### src/rtl/closest_point_on_triangle_assert.svh
// ----------------------------------------------------------------------------
// Assertion macros for the closest point on triangle block
// Each macro checks one implication on the rising edge of clk while reset is
// not asserted.
// ----------------------------------------------------------------------------
`ifndef CLOSEST_POINT_ON_TRIANGLE_ASSERT_SVH
`define CLOSEST_POINT_ON_TRIANGLE_ASSERT_SVH

// Consequent checked in the same cycle as the antecedent.
`define CPT_ASSERT_NOW(label, ante, cons, msg) \
	label: assert property (@(posedge clk) disable iff (!arst_n) (ante) |-> (cons)) \
		else $error(msg);

// Consequent checked in the cycle after the antecedent.
`define CPT_ASSERT_NEXT(label, ante, cons, msg) \
	label: assert property (@(posedge clk) disable iff (!arst_n) (ante) |=> (cons)) \
		else $error(msg);

`endif

### src/rtl/cpt_pkg.sv
// ----------------------------------------------------------------------------
// cpt_pkg
// Shared constants and types of the closest point on triangle block.
// ----------------------------------------------------------------------------
`timescale 1ns / 1ps

package cpt_pkg;

	localparam int CPT_COORD_BITS = 32;
	localparam int CPT_LIMB_BITS = 32;

	typedef enum logic [2:0] {
		REG_VERT_A   = 3'd0,
		REG_VERT_B   = 3'd1,
		REG_EDGE_AB  = 3'd2,
		REG_VERT_C   = 3'd3,
		REG_EDGE_AC  = 3'd4,
		REG_EDGE_BC  = 3'd5,
		REG_INTERIOR = 3'd6
	} region_t;

	typedef struct packed {
		logic signed [CPT_COORD_BITS-1:0] query_x;
		logic signed [CPT_COORD_BITS-1:0] query_y;
		logic signed [CPT_COORD_BITS-1:0] query_z;
		logic signed [CPT_COORD_BITS-1:0] vert_a_x;
		logic signed [CPT_COORD_BITS-1:0] vert_a_y;
		logic signed [CPT_COORD_BITS-1:0] vert_a_z;
		logic signed [CPT_COORD_BITS-1:0] vert_b_x;
		logic signed [CPT_COORD_BITS-1:0] vert_b_y;
		logic signed [CPT_COORD_BITS-1:0] vert_b_z;
		logic signed [CPT_COORD_BITS-1:0] vert_c_x;
		logic signed [CPT_COORD_BITS-1:0] vert_c_y;
		logic signed [CPT_COORD_BITS-1:0] vert_c_z;
	} cpt_req_t;

	typedef struct packed {
		logic signed [CPT_COORD_BITS-1:0] near_x;
		logic signed [CPT_COORD_BITS-1:0] near_y;
		logic signed [CPT_COORD_BITS-1:0] near_z;
		region_t                          region;
		logic                             degenerate;
	} cpt_rsp_t;

endpackage

### src/rtl/cpt_mul.sv
// ----------------------------------------------------------------------------
// cpt_mul
// Two-stage signed multiplier. The operands are cut into limbs, the limb
// products are registered, and their shifted sum is registered.
// ----------------------------------------------------------------------------
`timescale 1ns / 1ps

module cpt_mul
	import cpt_pkg::*;
#(
	parameter int AW = 33,
	parameter int BW = 33
) (
	input  logic                    clk,
	input  logic                    en,
	input  logic signed [AW-1:0]    a,
	input  logic signed [BW-1:0]    b,
	output logic signed [AW+BW-1:0] p
);

	localparam int LB = CPT_LIMB_BITS;
	localparam int NA = (AW + LB - 1) / LB;
	localparam int NB = (BW + LB - 1) / LB;
	localparam int PW = AW + BW;

	logic signed [NA*LB-1:0] ax;
	logic signed [NB*LB-1:0] bx;
	logic signed [LB:0]      la [NA];
	logic signed [LB:0]      lb [NB];
	logic signed [2*LB+1:0]  pp_s1 [NA][NB];
	logic signed [PW-1:0]    acc;
	logic signed [PW-1:0]    p_s2;

	assign ax = (NA*LB)'(a);
	assign bx = (NB*LB)'(b);

	always_comb begin
		for (int i = 0; i < NA; i++) begin
			la[i] = {(i == NA - 1) ? ax[i*LB+LB-1] : 1'b0, ax[i*LB +: LB]};
		end
		for (int j = 0; j < NB; j++) begin
			lb[j] = {(j == NB - 1) ? bx[j*LB+LB-1] : 1'b0, bx[j*LB +: LB]};
		end
	end

	always_comb begin
		acc = '0;
		for (int i = 0; i < NA; i++) begin
			for (int j = 0; j < NB; j++) begin
				acc = acc + (PW'(pp_s1[i][j]) <<< (LB * (i + j)));
			end
		end
	end

	always_ff @(posedge clk) begin
		if (en) begin
			for (int i = 0; i < NA; i++) begin
				for (int j = 0; j < NB; j++) begin
					pp_s1[i][j] <= la[i] * lb[j];
				end
			end
			p_s2 <= acc;
		end
	end

	assign p = p_s2;

endmodule

### config.mk
export PLATFORM = sky130hd
export DESIGN_NAME = cpt_mul
export DESIGN_NICKNAME = d
export VERILOG_FILES = /design/src/rtl/closest_point_on_triangle_assert.svh /design/src/rtl/cpt_pkg.sv /design/src/rtl/cpt_mul.sv
export SDC_FILE = /design/constraint.sdc
export NUM_CORES = 2
export LEC_CHECK = 0
export BUFFER_PORTS_ARGS = -buffer_cell sky130_fd_sc_hd__buf_4
export CORE_UTILIZATION = 60
export CTS_CLUSTER_SIZE = 8
export DETAILED_ROUTE_END_ITERATION = 16
export GPL_TIMING_DRIVEN = 0
export PLACE_DENSITY = 0.77
export SLEW_MARGIN = 20
export SYNTH_ARGS = -nofsm -noshare
export SYNTH_HDL_FRONTEND = slang
export SYNTH_SLANG_ARGS = --single-unit
### constraint.sdc
create_clock -name clk -period 15.38 [get_ports clk]
set_clock_uncertainty 0.2 [all_clocks]
set_input_delay 1.538 -clock clk [delete_from_list [all_inputs] [get_ports clk]]
set_output_delay 1.538 -clock clk [all_outputs]
set_load 0.01 [all_outputs]
==> metrics <==
status complete, no violations; Hold Violations, Final 0; r2r worst-path depth 15; H-tree Lvls 4; clock buffer depth 2; Reg clk slew, reported paths 0.10 ns; crit path launch type input pin; clock sinks 200; Yosys cell types 76; core area 71500 um^2; most frequent cell after synthesis fa_1; FF-to-FF End p[65]; CTS tree yes; WS Path Type in -> reg; worst reg-to-reg setup slack 11.10 ns; Mapped Area 43400 um^2; Fin Setup TNS 0 ns; worst hold stages 0; Req. time, crit path 15.44 ns; count of final setup violators 0; max cap viols 0; Gate Count Post-Synth 4473; Max Fclk 0.0872 GHz; Top FF cell, synth edfxtp_1; FP Rows 98; number of synthesized flops with an enable pin 200; GPL Wtd Cong 1.08; Worst-Margin Slew 1.35 ns; largest net degree at the start of global routing 95; Congestion Overflow GR 0; Slew Viols, Final 0; Fillers 5982; nature of the critical path endpoint flip-flop; register area 6010 um^2; clock latency at the later pin of the worst-skew pair 0.51 ns; Placed Area 45300 um^2; post-CTS setup buffers 0; via/cell ratio 6.05; synthesis-to-finish area growth 6.07%; Ys Warns 0; CP max FO 10; unrepaired setup endpoints after global routing false; Area contributors post-synth fa_1, edfxtp_1, and2_1, ha_1, inv_1; DP HPWL 136000 um; Slew headroom 0.100; nets@finish 5874; Synth Register Bits 200; 1st-pass router iterations 6; syn_nets 5768; Die Width 271 um; asr flop ratio synth 0; clk root buf clkbuf_16; total CTS buffers 17; ANT nets after route 0; Worst EP arrival 11.52 ns; post-DR wirelength/cell 30.1 um; Multi-input gate area 33000 um^2; hold path startpoint pp_s1[0][69]; cell accounting for the most synthesized area fa_1; top-area cell type share of the netlist area 0.429; register area share after synthesis 0.138; Tot GR Track Use 0.471; Port Buf Inserts 83; dpl ws 3.81 ns; Critical Path Source a[28]; drt total wl 167000 um; Top Ports 134; Resize count post-CTS 0; Die H 271 um; average size of a mapped cell 9.70 um^2; hold buffers post-CTS 0; # DRC 0; share of layout cells above drive strength 1 0.0390; Initial Util 0.607; Hold EP p[3]; Worst Hold Class reg -> reg; DR iter-0 viols 3494; final design utilization 0.644; fin area 46000 um^2; vias in the first global route 34500; reg2reg start pp_s1[0][98]; total number of vias 33600; Die Area 73400 um^2; Final min period 11.47 ns; worst setup margin 3.91 ns; top cell types by occurrence after synthesis fa_1, inv_1, and2_1; Period Utilization, post-route 0.745; first-pass GRT wire length 241000 um; initial antenna violation count 18
==> placed cells by master (no fill, tap or decap), drive strengths merged, types with 6 or more instances in the layout <==
master    n
o21a     11
o21ai    62
a41oi     7
nand2b   22
and3     14
o211ai    6
a21o     51
diode    13
xor2     54
nor3     31
nor4     16
edfxtp  200
inv     895
nor2     88
nand3    21
nand3b    9
fa      930
nand4    30
or3      13
nand2   532
and2    607
xnor2    87
clkinv    6
ha      297
a211oi    8
a21oi   104
nor2b    15
buf     103
o21bai   20
a31oi     8
clkbuf  287
==> how the worst max path moves through the flow <==
stage / slack [ns] / end / cells past startpoint
6_report: 3.91 / pp_s1[0][126] / 27
5_1_grt: 3.98 / pp_s1[0][126] / 27
4_1_cts: 4.35 / pp_s1[0][121] / 24
3_5_place_dp: 3.81 / pp_s1[0][121] / 24
3_3_place_gp: 2.64 / pp_s1[0][124] / 24
2_1_floorplan: 6.43 / pp_s1[0][129] / 25
==> layer usage <==
layer,global-route usage,routed length (um),up-vias
met1,0.609,61800,17000
met4,0.225,9680,10
met2,0.672,69600,2402
met3,0.214,25900,485
li1,-,-,13700
met5,0,72,-
==> per-stage QoR <==
stage / hold slack [ns] / std cells
global placement: 0.200 / 5506
global route: 0.227 / 5542
CTS: 0.211 / 5542
detailed placement: 0.205 / 5510
floorplan: 0.200 / 4473
finish: 0.217 / 5555
==> final cells by class <==
class	instances	area share
antenna	13	0.000707
inverter	886	0.0722
timing repair buffer	87	0.0152
clock inverter	15	0.00492
sequential	200	0.130
clock buffer	17	0.00924
multi-input combinational	3101	0.717
tap	950	0.0258
buffer	286	0.0246
==> sequential cells by signal, summed over array words and instances, names as in the netlist <==
signal  cells
pp_s1     134
p          66
==> critical path: stages <==
cell and delay (ns):
clkbuf_1 0.70, clkbuf_1 0.92, nand2_1 0.19, fa_1 0.61, inv_1 0.09, fa_1 0.51, inv_1 0.07, fa_1 0.42
inv_1 0.11, fa_1 0.40, inv_1 0.09, fa_1 0.45, fa_1 0.58, inv_1 0.08, fa_1 0.44, ha_1 0.30
ha_1 0.28, clkbuf_1 0.73, nand2_1 0.62, nor2_1 0.33, nand2_1 0.14, nor4_1 0.20, nand3_1 0.15, nand3_1 0.58
a41oi_1 0.45, o31ai_1 0.38, xor2_1 0.12
==> cell families (layout without fill, tap and decap cells) <==
family	count (synthesis)	count (layout)	share of synthesized area
other cells	1	14	0.0000864
compound gates	316	316	0.0469
flops	200	200	0.138
simple gates	1415	1415	0.169
xor+xnor	141	141	0.0285
mux	1	1	0.000231
buf+inv	1172	1291	0.102
fa+ha+maj	1227	1227	0.515
Power is left out: the tool's default activity adds up to more than one toggle a clock period on the data nets, which glitch-free logic cannot reach.
